--- config.mk ---
export PLATFORM = sky130hd
export DESIGN_NAME = histogram_chi_square_distance_core_flat
export DESIGN_NICKNAME = d
export VERILOG_FILES = /design/src/design/hcsd_pkg.sv /design/src/design/hcsd_ifs.sv /design/src/design/histogram_chi_square_distance_core.sv /design/src/flat_wrapper.sv
export SDC_FILE = /design/constraint.sdc
export NUM_CORES = 1
export LEC_CHECK = 0
export ABC_AREA = 1
export BUFFER_PORTS_ARGS = -buffer_cell sky130_fd_sc_hd__buf_2
export CAP_MARGIN = 20
export CORE_ASPECT_RATIO = 1.5
export CORE_UTILIZATION = 64
export DETAILED_ROUTE_END_ITERATION = 6
export MAX_ROUTING_LAYER = met4
export PLACE_DENSITY = 0.93
export SLEW_MARGIN = 20
export SYNTH_ARGS = -nofsm -noshare
export SYNTH_HDL_FRONTEND = slang
export SYNTH_SLANG_ARGS = --single-unit
export TNS_END_PERCENT = 1
--- constraint.sdc ---
create_clock -name clk_i -period 14.2 [get_ports clk_i]
set_input_delay 0 -clock clk_i [delete_from_list [all_inputs] [get_ports clk_i]]
set_output_delay 0 -clock clk_i [all_outputs]
set_load 0.03 [all_outputs]
--- src/design/hcsd_pkg.sv ---
// Shared widths, limits and sequencer state codes for the histogram distance core.
package hcsd_pkg;

  localparam int unsigned BIN_W     = 16;             // Q0.16 bin value
  localparam int unsigned BSUM_W    = BIN_W + 1;      // a+b, Q1.16
  localparam int unsigned SQ_W      = 2 * BIN_W;      // (a-b)^2, Q0.32
  localparam int unsigned SUM_W     = 25;             // running sum, Q9.16
  localparam int unsigned DIV_STEPS = BIN_W;          // quotient bits per term
  localparam int unsigned CNT_W     = $clog2(DIV_STEPS);

  localparam logic [SUM_W-1:0] SUM_MAX = {SUM_W{1'b1}};

  // Distance mode codes
  localparam logic MODE_L1  = 1'b0;
  localparam logic MODE_CHI = 1'b1;

  typedef enum logic [3:0] {
    ST_IDLE   = 4'b0001,
    ST_SQUARE = 4'b0010,
    ST_DIVIDE = 4'b0100,
    ST_ACCUM  = 4'b1000
  } state_e;

endpackage

--- src/design/hcsd_ifs.sv ---
// Valid/ready channel interfaces for bin pairs in and distance totals out.
interface hcsd_pair_if
  import hcsd_pkg::*;
();
  logic             valid;
  logic             ready;
  logic [BIN_W-1:0] bin_a;
  logic [BIN_W-1:0] bin_b;
  logic             last_bin;

  modport source (output valid, output bin_a, output bin_b, output last_bin, input ready);
  modport sink   (input valid, input bin_a, input bin_b, input last_bin, output ready);
endinterface

interface hcsd_dist_if
  import hcsd_pkg::*;
();
  logic             valid;
  logic             ready;
  logic [SUM_W-1:0] distance;

  modport source (output valid, output distance, input ready);
  modport sink   (input valid, input distance, output ready);
endinterface

--- src/design/histogram_chi_square_distance_core.sv ---
// Histogram chi-square / L1 distance accumulator with a shared restoring divider.
//
//  channel   dir  payload                          transfer when
//  pair_i    in   bin_a[15:0] bin_b[15:0] last_bin  valid & ready
//  dist_o    out  distance[24:0]                    valid & ready
//  cfg       in   cfg_data_i[0] (distance_mode)     cfg_we_i
//
//  Chi-square item: square, then 16 iterations of the single restoring divider
//  step, then accumulate, before the next ready. L1 item: square and accumulate.
//  Zero pair in chi-square mode skips the divider.
//  Reset (rst_ni low, asynchronous) clears the sum, sets chi-square mode and
//  empties the output register. A stalled result holds in the output register
//  while the next item is taken; only a last item waits for it to drain.
module histogram_chi_square_distance_core
  import hcsd_pkg::*;
(
  input  logic        clk_i,
  input  logic        rst_ni,
  input  logic        cfg_we_i,
  input  logic        cfg_data_i,
  hcsd_pair_if.sink   pair_i,
  hcsd_dist_if.source dist_o
);

  // Control state
  state_e             state_q, state_d;
  logic               mode_reg_q, mode_reg_d;   // configured mode
  logic [SUM_W-1:0]   sum_q, sum_d;             // running sum
  logic [CNT_W-1:0]   cnt_q, cnt_d;             // divider step
  logic               out_valid_q, out_valid_d;

  // Item and datapath registers (no reset)
  logic [BIN_W-1:0]   a_q, a_d;
  logic [BIN_W-1:0]   b_q, b_d;
  logic               last_q, last_d;
  logic               mode_q, mode_d;           // mode latched per item
  logic [BSUM_W-1:0]  div_q, div_d;             // divisor a+b
  logic [BSUM_W-1:0]  rem_q, rem_d;             // partial remainder
  logic [BIN_W-1:0]   lo_q, lo_d;               // dividend low bits / quotient / term
  logic [SUM_W-1:0]   out_q, out_d;

  // Datapath
  logic [BIN_W-1:0]   diff;
  logic [BSUM_W-1:0]  bsum;
  logic [SQ_W-1:0]    sq;
  logic [BSUM_W:0]    trial;
  logic               trial_ge;
  logic [BSUM_W:0]    trial_sub;
  logic [SUM_W:0]     acc;
  logic [SUM_W-1:0]   acc_sat;
  logic               pair_xfer;
  logic               out_free;

  assign pair_i.ready    = (state_q == ST_IDLE);
  assign pair_xfer       = pair_i.valid & pair_i.ready;
  assign dist_o.valid    = out_valid_q;
  assign dist_o.distance = out_q;
  assign out_free        = ~out_valid_q | dist_o.ready;

  // Absolute difference, sum and square of the held pair
  assign diff = (a_q > b_q) ? (a_q - b_q) : (b_q - a_q);
  assign bsum = {1'b0, a_q} + {1'b0, b_q};
  assign sq   = SQ_W'(diff) * SQ_W'(diff);

  // One restoring division step: bring down the next dividend bit
  assign trial     = {rem_q, lo_q[BIN_W-1]};
  assign trial_ge  = (trial >= {1'b0, div_q});
  assign trial_sub = trial - {1'b0, div_q};

  // Accumulate with saturation
  assign acc     = {1'b0, sum_q} + (SUM_W + 1)'(lo_q);
  assign acc_sat = acc[SUM_W] ? SUM_MAX : acc[SUM_W-1:0];

  always_comb begin
    state_d     = state_q;
    mode_reg_d  = mode_reg_q;
    sum_d       = sum_q;
    cnt_d       = cnt_q;
    out_valid_d = out_valid_q;
    a_d         = a_q;
    b_d         = b_q;
    last_d      = last_q;
    mode_d      = mode_q;
    div_d       = div_q;
    rem_d       = rem_q;
    lo_d        = lo_q;
    out_d       = out_q;

    if (cfg_we_i) begin
      mode_reg_d = cfg_data_i;
    end

    // Result leaves on its transfer; may be reloaded below in the same cycle
    if (out_valid_q && dist_o.ready) begin
      out_valid_d = 1'b0;
    end

    case (state_q)
      ST_IDLE: begin
        if (pair_xfer) begin
          a_d     = pair_i.bin_a;
          b_d     = pair_i.bin_b;
          last_d  = pair_i.last_bin;
          mode_d  = mode_reg_q;
          state_d = ST_SQUARE;
        end
      end

      ST_SQUARE: begin
        if (mode_q == MODE_L1) begin
          lo_d    = diff;
          state_d = ST_ACCUM;
        end else if (bsum == '0) begin
          // empty pair adds nothing
          lo_d    = '0;
          state_d = ST_ACCUM;
        end else begin
          // quotient fits BIN_W bits, so the top half is already below a+b
          rem_d   = BSUM_W'(sq[SQ_W-1:BIN_W]);
          lo_d    = sq[BIN_W-1:0];
          div_d   = bsum;
          cnt_d   = '0;
          state_d = ST_DIVIDE;
        end
      end

      ST_DIVIDE: begin
        rem_d = trial_ge ? trial_sub[BSUM_W-1:0] : trial[BSUM_W-1:0];
        lo_d  = {lo_q[BIN_W-2:0], trial_ge};
        cnt_d = cnt_q + 1'b1;
        if (cnt_q == CNT_W'(DIV_STEPS - 1)) begin
          state_d = ST_ACCUM;
        end
      end

      ST_ACCUM: begin
        if (!last_q) begin
          sum_d   = acc_sat;
          state_d = ST_IDLE;
        end else if (out_free) begin
          out_d       = acc_sat;
          out_valid_d = 1'b1;
          sum_d       = '0;
          state_d     = ST_IDLE;
        end
      end

      default: begin
        state_d = ST_IDLE;
      end
    endcase
  end

  always_ff @(posedge clk_i or negedge rst_ni) begin
    if (!rst_ni) begin
      state_q     <= ST_IDLE;
      mode_reg_q  <= MODE_CHI;
      sum_q       <= '0;
      cnt_q       <= '0;
      out_valid_q <= 1'b0;
    end else begin
      state_q     <= state_d;
      mode_reg_q  <= mode_reg_d;
      sum_q       <= sum_d;
      cnt_q       <= cnt_d;
      out_valid_q <= out_valid_d;
    end
  end

  always_ff @(posedge clk_i) begin
    a_q    <= a_d;
    b_q    <= b_d;
    last_q <= last_d;
    mode_q <= mode_d;
    div_q  <= div_d;
    rem_q  <= rem_d;
    lo_q   <= lo_d;
    out_q  <= out_d;
  end

endmodule

--- src/flat_wrapper.sv ---
// flat-port wrapper written by rule: the top's interface ports become plain ports
module histogram_chi_square_distance_core_flat import hcsd_pkg::*;
  (clk_i, rst_ni, cfg_we_i, cfg_data_i, pair_i_valid, pair_i_bin_a, pair_i_bin_b, pair_i_last_bin, pair_i_ready, dist_o_valid, dist_o_distance, dist_o_ready);
  hcsd_pair_if pair_i_i ();
  hcsd_dist_if dist_o_i ();
  input  logic clk_i;
  input  logic rst_ni;
  input  logic cfg_we_i;
  input  logic cfg_data_i;
  input wire logic [$bits(pair_i_i.valid)-1:0] pair_i_valid;
  input wire logic [$bits(pair_i_i.bin_a)-1:0] pair_i_bin_a;
  input wire logic [$bits(pair_i_i.bin_b)-1:0] pair_i_bin_b;
  input wire logic [$bits(pair_i_i.last_bin)-1:0] pair_i_last_bin;
  output wire logic [$bits(pair_i_i.ready)-1:0] pair_i_ready;
  output wire logic [$bits(dist_o_i.valid)-1:0] dist_o_valid;
  output wire logic [$bits(dist_o_i.distance)-1:0] dist_o_distance;
  input wire logic [$bits(dist_o_i.ready)-1:0] dist_o_ready;
  assign pair_i_i.valid = pair_i_valid;
  assign pair_i_i.bin_a = pair_i_bin_a;
  assign pair_i_i.bin_b = pair_i_bin_b;
  assign pair_i_i.last_bin = pair_i_last_bin;
  assign pair_i_ready = pair_i_i.ready;
  assign dist_o_valid = dist_o_i.valid;
  assign dist_o_distance = dist_o_i.distance;
  assign dist_o_i.ready = dist_o_ready;
  histogram_chi_square_distance_core u_core (.clk_i(clk_i), .rst_ni(rst_ni), .cfg_we_i(cfg_we_i), .cfg_data_i(cfg_data_i), .pair_i(pair_i_i), .dist_o(dist_o_i));
endmodule
* Word level (Yosys, flattened, before mapping) *
Cells that the tools add are included.

cells by class
  add/sub/neg operators = 6
  multipliers = 1
  divide/modulo/power cells = 0
  $lt $le $gt $ge = 2
  eq/ne operators = 11
  shift-type cells = 0
  mux-type cells = 25
  bitwise gates (word level) = 4
  reductions and logical operators = 9

operators with widths
  operator                                       count
  2-to-1 mux 25 bit                              3
  2-to-1 mux 17 bit                              3
  2-to-1 mux 16 bit                              3
  one-hot mux 17 bit (2 select lines)            1
  multiplier 16 x 16 -> 32 bit                   1
  2-to-1 mux 4 bit                               8
  one-hot mux 16 bit (2 select lines)            1
  subtractor 16 bit                              2
  adder 25 x 16 -> 26 bit                        1
  greater-or-equal comparator 18 x 17 -> 1 bit   1
  adder 16 x 16 -> 17 bit                        1
  logical NOT 17 bit                             1
  subtractor 17 bit                              1
  > comparator 16 bit                            1
  one-hot mux 4 bit (4 select lines)             1
  AND reduction 3 bit                            4
  == test 4 bit, second input constant           2
  one-hot mux 4 bit (2 select lines)             1
  != test 2 bit, second input constant           3
  adder 4 x 1 -> 4 bit, second input constant    1
  == test 4 x 1 -> 1 bit, second input constant  1
  == test 4 x 2 -> 1 bit, second input constant  1
  == test 4 x 3 -> 1 bit, second input constant  1
  2-to-1 mux 1 bit                               4
  other kinds (8)                                11

storage, ports and cells
  flip-flop bits (word level) = 144
  bits in latches = 0
  RAM bits = 0
  bits in read-only memories = 0
  bits of input ports = 39
  output and inout bits = 27
  word-level logic and storage cells = 71
  memories = 0

* Depth between registers and ports, before layout *
Gate-level depths: netlist of the first run.

  depth in word-level cells = 6
  mapped depth = 44
  gate-level depth less buffers = 42

* Worst setup path after synthesis of the first run *
Ideal clock, no wire load.

  kind = reg2reg
  start point = reg u_core.a_q[0]
  end point = reg u_core.rem_q[9], data pin
  setup time = 254 ps
  arrival = 7,072 ps
  required time = 13,946 ps
  setup slack = 6,875 ps
  stages on the path, launching flop included = 38
  path buffers = 2
  period minus slack after synthesis = 7,325 ps
  cells stage by stage = edfxtp_1 > inv_1 > ha_1 > inv_1 > fa_1 > nand3_1 > nand2_1 > nand2_1 > nand3_2 > nand2_1 > nand2_2 > nand2_4 > inv_2 > buf_6 > nand2_1 > nand2_2 > inv_2 > nand2_1 > (+2 left out) > fa_1 > fa_1 > fa_1 > fa_1 > inv_1 > fa_1 > inv_1 > ha_1 > clkbuf_1 > a21oi_1 > inv_1 > a31oi_1 > o21bai_1 > a21oi_1 > o21bai_1 > or2_1 > nand3_1 > nand2_1

on the way
  word-level cells in the longest chain between the ends = 6
  elaborated cells between the ends (all ways) = 8
  classes of those cells = add/sub (2); mul (1); order compare (1); mux (4)

ends and longest elaborated chain
  what                                                             RTL line                                   RTL
  from (decl)                                                      histogram_chi_square_distance_core.sv:33   logic [BIN_W-1:0] a_q, a_d;
  from (signal assigned)                                           histogram_chi_square_distance_core.sv:171  a_q <= a_d;
  subtractor 16 bit / > comparator 16 bit (equally long branches)  histogram_chi_square_distance_core.sv:61   assign diff = (a_q > b_q) ? (a_q - b_q) : (b_q - a_q);
  2-to-1 mux 16 bit (*)                                            histogram_chi_square_distance_core.sv:61
  multiplier 16 x 16 -> 32 bit (*)                                 histogram_chi_square_distance_core.sv:63   assign sq = SQ_W'(diff) * SQ_W'(diff);
  2-to-1 mux 17 bit (*)                                            histogram_chi_square_distance_core.sv:113  end else if (bsum == '0) begin
  2-to-1 mux 17 bit (*)                                            histogram_chi_square_distance_core.sv:110  if (mode_q == MODE_L1) begin
  one-hot mux 17 bit (2 select lines) (*)                          histogram_chi_square_distance_core.sv:98   case (state_q)
  net u_core.rem_d[9]                                              histogram_chi_square_distance_core.sv:38   logic [BSUM_W-1:0] rem_q, rem_d;
  to (signal assigned)                                             histogram_chi_square_distance_core.sv:176  rem_q <= rem_d;
  to (decl)                                                        histogram_chi_square_distance_core.sv:38

The timed path passes the listed nets; every way through them passes the cells marked *. The select of a mux whose other input is x is not followed.
A chain may end at the register's enable or synchronous reset.

* Worst setup path after layout of the first run *
  start point = reg u_core.a_q[0]
  end point = reg u_core.rem_q[10], data pin

Same word-level chain as after synthesis.

==> results of run 1 <==
==> flip-flops by register name, summed over array words and instances (netlist names) <==
name,count
u_core.dist_o.valid,1
u_core.state_q,4
u_core.cnt_q,4
u_core.rem_q,17
u_core.sum_q,25
u_core.b_q,16
u_core.a_q,16
u_core.mode_q,1
u_core.lo_q,16
u_core.div_q,17
u_core.last_q,1
u_core.dist_o.distance,25
u_core.mode_reg_q,1
==> synth_stat cells, types with 3 or more instances <==
cell type / n
sky130_fd_sc_hd__clkinv_1: 3
sky130_fd_sc_hd__o21ai_0: 99
sky130_fd_sc_hd__or2_2: 13
sky130_fd_sc_hd__nand2_2: 11
sky130_fd_sc_hd__a31oi_1: 9
sky130_fd_sc_hd__fa_1: 169
sky130_fd_sc_hd__nand4_1: 17
sky130_fd_sc_hd__nand3b_1: 6
sky130_fd_sc_hd__nand2_1: 467
sky130_fd_sc_hd__a21oi_1: 111
sky130_fd_sc_hd__nor4_1: 4
sky130_fd_sc_hd__edfxtp_1: 109
sky130_fd_sc_hd__inv_2: 18
sky130_fd_sc_hd__a21o_1: 16
sky130_fd_sc_hd__inv_1: 460
sky130_fd_sc_hd__nor2_4: 6
sky130_fd_sc_hd__buf_2: 12
sky130_fd_sc_hd__nor3_1: 20
sky130_fd_sc_hd__buf_6: 7
sky130_fd_sc_hd__xor2_1: 47
sky130_fd_sc_hd__o21ai_1: 6
sky130_fd_sc_hd__xnor2_1: 18
sky130_fd_sc_hd__and2_1: 6
sky130_fd_sc_hd__nor3_2: 4
sky130_fd_sc_hd__nor2_1: 173
sky130_fd_sc_hd__o21bai_1: 18
sky130_fd_sc_hd__clkbuf_1: 10
sky130_fd_sc_hd__nor2_2: 13
sky130_fd_sc_hd__nand2_4: 6
sky130_fd_sc_hd__ha_1: 178
sky130_fd_sc_hd__a21boi_0: 3
sky130_fd_sc_hd__buf_4: 5
sky130_fd_sc_hd__nand3_1: 109
sky130_fd_sc_hd__dfrtp_1: 33
==> worst paths after layout <==
path,startpoint,end,cells past startpoint
max reg2reg,u_core.a_q[0]$_DFFE_PP_,u_core.rem_q[10]$_DFFE_PP_,34
min reg2reg,u_core.sum_q[11]$_DFFE_PN0P_,u_core.sum_q[11]$_DFFE_PN0P_,2
max,u_core.a_q[0]$_DFFE_PP_,u_core.rem_q[10]$_DFFE_PP_,34
min in group clk_i,pair_i_last_bin,u_core.last_q$_DFFE_PP_,2
max in group asynchronous,rst_ni,u_core.sum_q[15]$_DFFE_PN0P_,2
min,rst_ni,u_core.sum_q[24]$_DFFE_PN0P_,2
==> per-layer routing <==
layer | GRT usage, % | vias up
met5 | - | -
met3 | 6.356 | 264
met2 | 64.93 | 737
li1 | - | 7154
met1 | 35.55 | 7274
met4 | 25.70 | 0
==> logic make-up (layout without fill, tap and decap cells) <==
kind of cell	after synthesis	count (layout)
multiplexers	1	1
adder cells (fa/ha/maj)	347	347
buffers and inverters	517	621
AND/OR/NAND/NOR	861	861
XOR/XNOR	65	65
flip-flops	144	144
AO/OA/AOI/OAI	283	283
==> layout make-up <==
type	instances	area share (%)
multi-input combinational	1557	59.95
sequential	144	21.58
inverter	481	9.384
timing repair buffer	108	3.863
tap	342	2.224
clock buffer	17	2.211
clock inverter	15	0.7869
==> worst register-to-register path, delay by kind of cell (launching register included) <==
family                   cells  cell delay (ns)
AO/OA/AOI/OAI                5             0.86
AND/OR/NAND/NOR             13             2.06
adder cells (fa/ha/maj)      9             4.26
flip-flops                   1             0.42
buffers and inverters        7             0.90
==> repair_timing <==
item,CTS,global route
hold buffers,38,0
setup buffers,0,0
endpoints found under the hold margin,70,0
gates resized for setup,0,0
==> metrics by stage <==
| stage | instances | util, % |
|---|---|---|
| floorplan | 2218 | - |
| global placement | 2594 | 67.14 |
| detailed placement | 2594 | 67.14 |
| CTS | 2664 | 70.66 |
| global route | 2664 | 70.68 |
| finish | 2664 | 70.68 |
==> flow_summary_export.csv, run 1 <==
group,metric,value,unit
layout,diodes,0,
clock_tree,cts-buffers-inserted,17,
worst_setup_path,cp_num_buf_inv,7,
die,floorplan.initialDensity,64.99,%
clock_tree,clock_insertion_delay_worst_skew,0.44,ns
synthesis,syn-cell-area,17690,sq um
die,floorplan.rows,74,
timing,worst_slew_margin_rel,34.20,%
timing,fin_tns_setup,0,ns
synthesis,synth_ff_type,"sky130_fd_sc_hd__edfxtp_1",
grt,antenna_violations_before_repair,0,
synthesis,number_of_synthesized_flops_with_an_enable_pin,109,
timing,period_minus_slack,8.777,ns
layout,final_area,19240,sq um
synthesis,synth.area.mux_share,0.06365,%
route,top_layer,"met4",
timing,final_hold_viol_count,0,
synthesis,ys_seq_area_share,23.47,%
die,die_extent_in_y,205.6,um
timing,final.hold.worst_slack,0.1977,ns
run,timing.max_cap.violations,0,
route,route.met3.wl,3.054,mm
worst_setup_path,arrival,8.95,ns
die,io-pin-count,66,
synthesis,synth_simple_gate_area_share,21.00,%
placement,io_buffers,65,
worst_setup_path,crit_path_max_fanout,18,
die,core,27220,sq um
synthesis,number_of_register_bits_inferred_by_synthesis,144,
grt,grt.total_usage,36.63,%
synthesis,async_flop_share,24.31,%
route,viasPerCell,5.792,
route,drt-initial-drc-count,1084,
synthesis,synth_nets,2604,
timing,setup_viol,0,
outcome,status,"complete, no violations",
worst_setup_path,critical_path.most_common_cell,"sky130_fd_sc_hd__fa_1",
placement,placement.cell_area,18280,sq um
timing,final.setup.worst_slack,5.423,ns
placement,detailedPlace.worstSlack,5.599,ns
layout,final.fill_count,2136,
min_path,worstHoldPathType,"input port to asynchronous set/reset pin",
clock_tree,number_of_h_tree_branching_levels,4,
placement,hpwl,38.46,mm
timing,achievable-frequency,113.9,MHz
layout,multiInputGateArea,11530,sq um
die,die_w,137.8,um
layout,drive_gt1_share,8.226,%
route,dr_wl_met2,25.20,mm
synthesis,synthTopCellsByArea,"sky130_fd_sc_hd__fa_1 (19%), sky130_fd_sc_hd__edfxtp_1 (19%), sky130_fd_sc_hd__ha_1 (13%)",
route,dr.pass1.iters,6,
clock_tree,ctsLongestPathBuffers,2,
placement,globalplace.congestion,0.9753,
layout,final_common_cell,"sky130_fd_sc_hd__nand2_1",
clock_tree,clock_tree_from_tritoncts,"built",
route,drc,0,
worst_setup_path,cp.required,14.37,ns
route,routedWlPerCell,18.17,um
worst_setup_path,critical_path.startpoint_type,"flip-flop",
worst_setup_path,worst-setup-path-type,"flip-flop to flip-flop",
worst_setup_path,critical_path.endpoint_type,"flip-flop",
route,wl_met1,16.19,mm
worst_setup_path,slowest_library_cell_on_the_worst_path,"sky130_fd_sc_hd__fa_1",
synthesis,synth_adder_area_share,31.71,%
worst_setup_path,rrSetupSlack,5.42,ns
grt,global_route.overflow_total,0,
synthesis,post_synth.cell_area_avg,7.977,sq um
timing,crit_share_post_route,61.81,%
layout,seqCellArea,4151,sq um
timing,worst-slew-pin-transition,0.9869,ns
synthesis,synth_compound_area_share,9.088,%
worst_setup_path,cp_slowest_stage_delay,0.58,ns
grt,grt_max_degree,42,
clock_tree,cts_num_sinks,144,
timing,slew_viols_final,0,
clock_tree,ctsRootBufferMaster,"sky130_fd_sc_hd__clkbuf_16",
grt,via_count_of_the_first_global_routing_pass,15910,
synthesis,synthesis.instances,2218,
clock_tree,cts.reportedPaths.clkPinSlew,0.07,ns
layout,layout-area-overhead-vs-synth,8.748,%
layout,layout.nets,2695,
synthesis,synth_top_area_cell,"sky130_fd_sc_hd__fa_1",
route,finalWirelength,48.40,mm
synthesis,synth_cell_types,54,
timing,fin_worst_skew,0.01036,ns
synthesis,combinational_family_with_the_most_area_after_synthesis,"adder cells",
route,drtAntennaViolNets,0,
synthesis,post-synth-top-area-fraction,19.12,%
route,via_count,15430,
timing,grt_setup_unrepaired,"false",
synthesis,synth_xor_area_share,3.218,%
synthesis,synthesis.yosys.warnings,0,
grt,grt_pass1_wl,76.23,mm
worst_setup_path,cpLargestDelayFamily,"adder cells",
layout,commonest_non_fill_non_tap_cells_in_the_layout,"sky130_fd_sc_hd__nand2_1 (467), sky130_fd_sc_hd__inv_1 (460), sky130_fd_sc_hd__ha_1 (178), sky130_fd_sc_hd__nor2_1 (173), sky130_fd_sc_hd__fa_1 (169)",
die,dieArea,28330,sq um
Power of run 1 is not shown: default switching activity piles up to over one toggle a cycle in this logic, so the estimate is an artifact.
==> inputs of run 2 (changes only) <==
clock period = 9 ns   (was 14.2 ns; I/O delays follow)
==> run 2 against run 1 <==
Against the previous run:
- the run now ends with design-rule violations left
- routed wire length rose by 1.2%
- critical path type unchanged
- via count rose by 1.2%
- final area is 0.28% higher
- register-to-register slack got worse by 5.0 ns
- sequential cell count stayed put
- maximum frequency up 2.5%
- critical path depth fell by 4
==> flow_summary_export.csv, run 2 (synthesis results as in run 1) <==
group,metric,value,unit
timing,fin_worst_skew,0.01230,ns
die,floorplan.initialDensity,64.99,%
route,viasPerCell,5.848,
grt,grt_max_degree,42,
clock_tree,number_of_h_tree_branching_levels,4,
clock_tree,cts-buffers-inserted,17,
worst_setup_path,worst-setup-path-type,"flip-flop to flip-flop",
worst_setup_path,worst_setup_path_startpoint,"u_core.a_q[13]$_DFFE_PP_",
clock_tree,cts_num_sinks,144,
clock_tree,postCtsResizedCells,0,
clock_tree,ctsRootBufferMaster,"sky130_fd_sc_hd__clkbuf_16",
worst_setup_path,cp.required,9.16,ns
timing,achievable-frequency,116.7,MHz
placement,globalplace.congestion,1.016,
outcome,status,"complete, but fails checks",
worst_setup_path,worstReg2RegEnd,"u_core.rem_q[11]$_DFFE_PP_",
route,routedWlPerCell,18.34,um
layout,final_common_cell,"sky130_fd_sc_hd__nand2_1",
placement,dpl_cells,2599,
layout,multiInputGateArea,11530,sq um
worst_setup_path,slowest_library_cell_on_the_worst_path,"sky130_fd_sc_hd__ha_1",
die,die_extent_in_y,205.6,um
layout,diodes,0,
timing,final_hold_viol_count,0,
die,dieArea,28330,sq um
worst_setup_path,regToRegStartpoint,"u_core.a_q[13]$_DFFE_PP_",
timing,crit_share_post_route,95.19,%
outcome,violations_in_the_final_reports,"design-rule violations",
clock_tree,postCtsSetupBuffers,0,
worst_setup_path,rrSetupSlack,0.43,ns
worst_setup_path,cp_slowest_stage_delay,0.62,ns
die,floorplan.rows,74,
clock_tree,cts.reportedPaths.clkPinSlew,0.06,ns
grt,via_count_of_the_first_global_routing_pass,16440,
route,finalWirelength,48.96,mm
grt,grt.total_usage,37.67,%
placement,io_buffers,65,
route,via_count,15610,
die,die_w,137.8,um
layout,finalNonFillerCells,2669,
worst_setup_path,critical_path.startpoint_type,"flip-flop",
timing,fin_tns_setup,0,ns
placement,hpwl,39.13,mm
grt,global_route.overflow_total,0,
grt,antenna_violations_before_repair,0,
timing,period_minus_slack,8.567,ns
timing,worst-slew-pin-transition,0.9624,ns
timing,grt_setup_unrepaired,"false",
layout,layout-area-overhead-vs-synth,9.052,%
layout,drive_gt1_share,8.380,%
layout,seqCellArea,4151,sq um
route,drc,12,
clock_tree,ctsLongestPathBuffers,2,
timing,slew_viols_final,0,
worst_setup_path,arrival,8.73,ns
run,timing.max_cap.violations,0,
min_path,worstHoldPathType,"input port to asynchronous set/reset pin",
layout,final.fill_count,2062,
grt,grt_pass1_wl,78.27,mm
timing,worst_slew_margin_rel,35.60,%
worst_setup_path,critical_path.endpoint_type,"flip-flop",
layout,layout.nets,2700,
route,drtAntennaViolNets,0,
worst_setup_path,crit_path_max_fanout,18,
die,core,27220,sq um
layout,commonest_non_fill_non_tap_cells_in_the_layout,"sky130_fd_sc_hd__nand2_1 (467), sky130_fd_sc_hd__inv_1 (460), sky130_fd_sc_hd__ha_1 (178), sky130_fd_sc_hd__nor2_1 (173), sky130_fd_sc_hd__fa_1 (169)",
clock_tree,clock_insertion_delay_worst_skew,0.45,ns
die,io-pin-count,66,
route,drt-initial-drc-count,1373,
timing,setup_viol,0,
route,dr.pass1.iters,7,
worst_setup_path,worst-r2r-cell-count,30,
clock_tree,clock_tree_from_tritoncts,"built",
[run 2: worst max path at each step]
| stage | to | cells after the start |
|---|---|---|
| CTS | u_core.rem_q[11]$_DFFE_PP_ | 30 |
| floorplan | u_core.rem_q[9]$_DFFE_PP_ | 37 |
| global placement | u_core.rem_q[11]$_DFFE_PP_ | 30 |
| global route | u_core.rem_q[8]$_DFFE_PP_ | 34 |
| finish | u_core.rem_q[11]$_DFFE_PP_ | 30 |
| detailed placement | u_core.rem_q[9]$_DFFE_PP_ | 35 |
[run 2: layer usage]
| layer | vias to the layer above | part of all wire (%) | routed length (um) | GRT usage [%] |
|---|---|---|---|---|
| li1 | 7145 | - | - | - |
| met2 | 858 | 52 | 25310 | 64.93 |
| met3 | 336 | 6.5 | 3204 | 6.085 |
| met1 | 7268 | 32 | 15890 | 36.80 |
| met4 | 0 | 9.3 | 4559 | 30.55 |
| met5 | - | 0 | 0 | - |
[run 2: layout make-up]
cell class              count  share of cell area (%)
inverters                 481                   9.358
multi-input cells        1557                   59.79
clock inverters            13                  0.7782
clock buffers              19                   2.296
well taps                 342                   2.218
flip-flops and latches    144                   21.52
repair buffers            113                   4.047
[run 2: what timing repair did]
item                                    in CTS  in global routing
endpoints found under the hold margin       70                  0
endpoints found under the setup margin       0                  0
hold buffers                                38                  0
[run 2: critical path, delay by kind of cell, from the launching register on]
family | cells | cell delay [ns]
flops | 1 | 0.42
simple gates | 13 | 2.38
compound gates | 4 | 0.56
buf+inv | 5 | 0.80
fa+ha+maj | 8 | 4.10
[run 2: per-stage QoR]
step                      util, %  cell area (sq um)  setup WS (ns)  hold WS (ns)
after floorplan                 -              17690          1.675       -0.2956
after global placement      67.28              18320         0.7952        0.1275
after detailed placement    67.28              18320         0.6365        0.1321
after CTS                   70.86              19290         0.6172        0.2190
after global routing        70.88              19290        0.04286        0.2673
final                       70.88              19290         0.4331        0.1828
Power of run 2 is left out for the same reason.
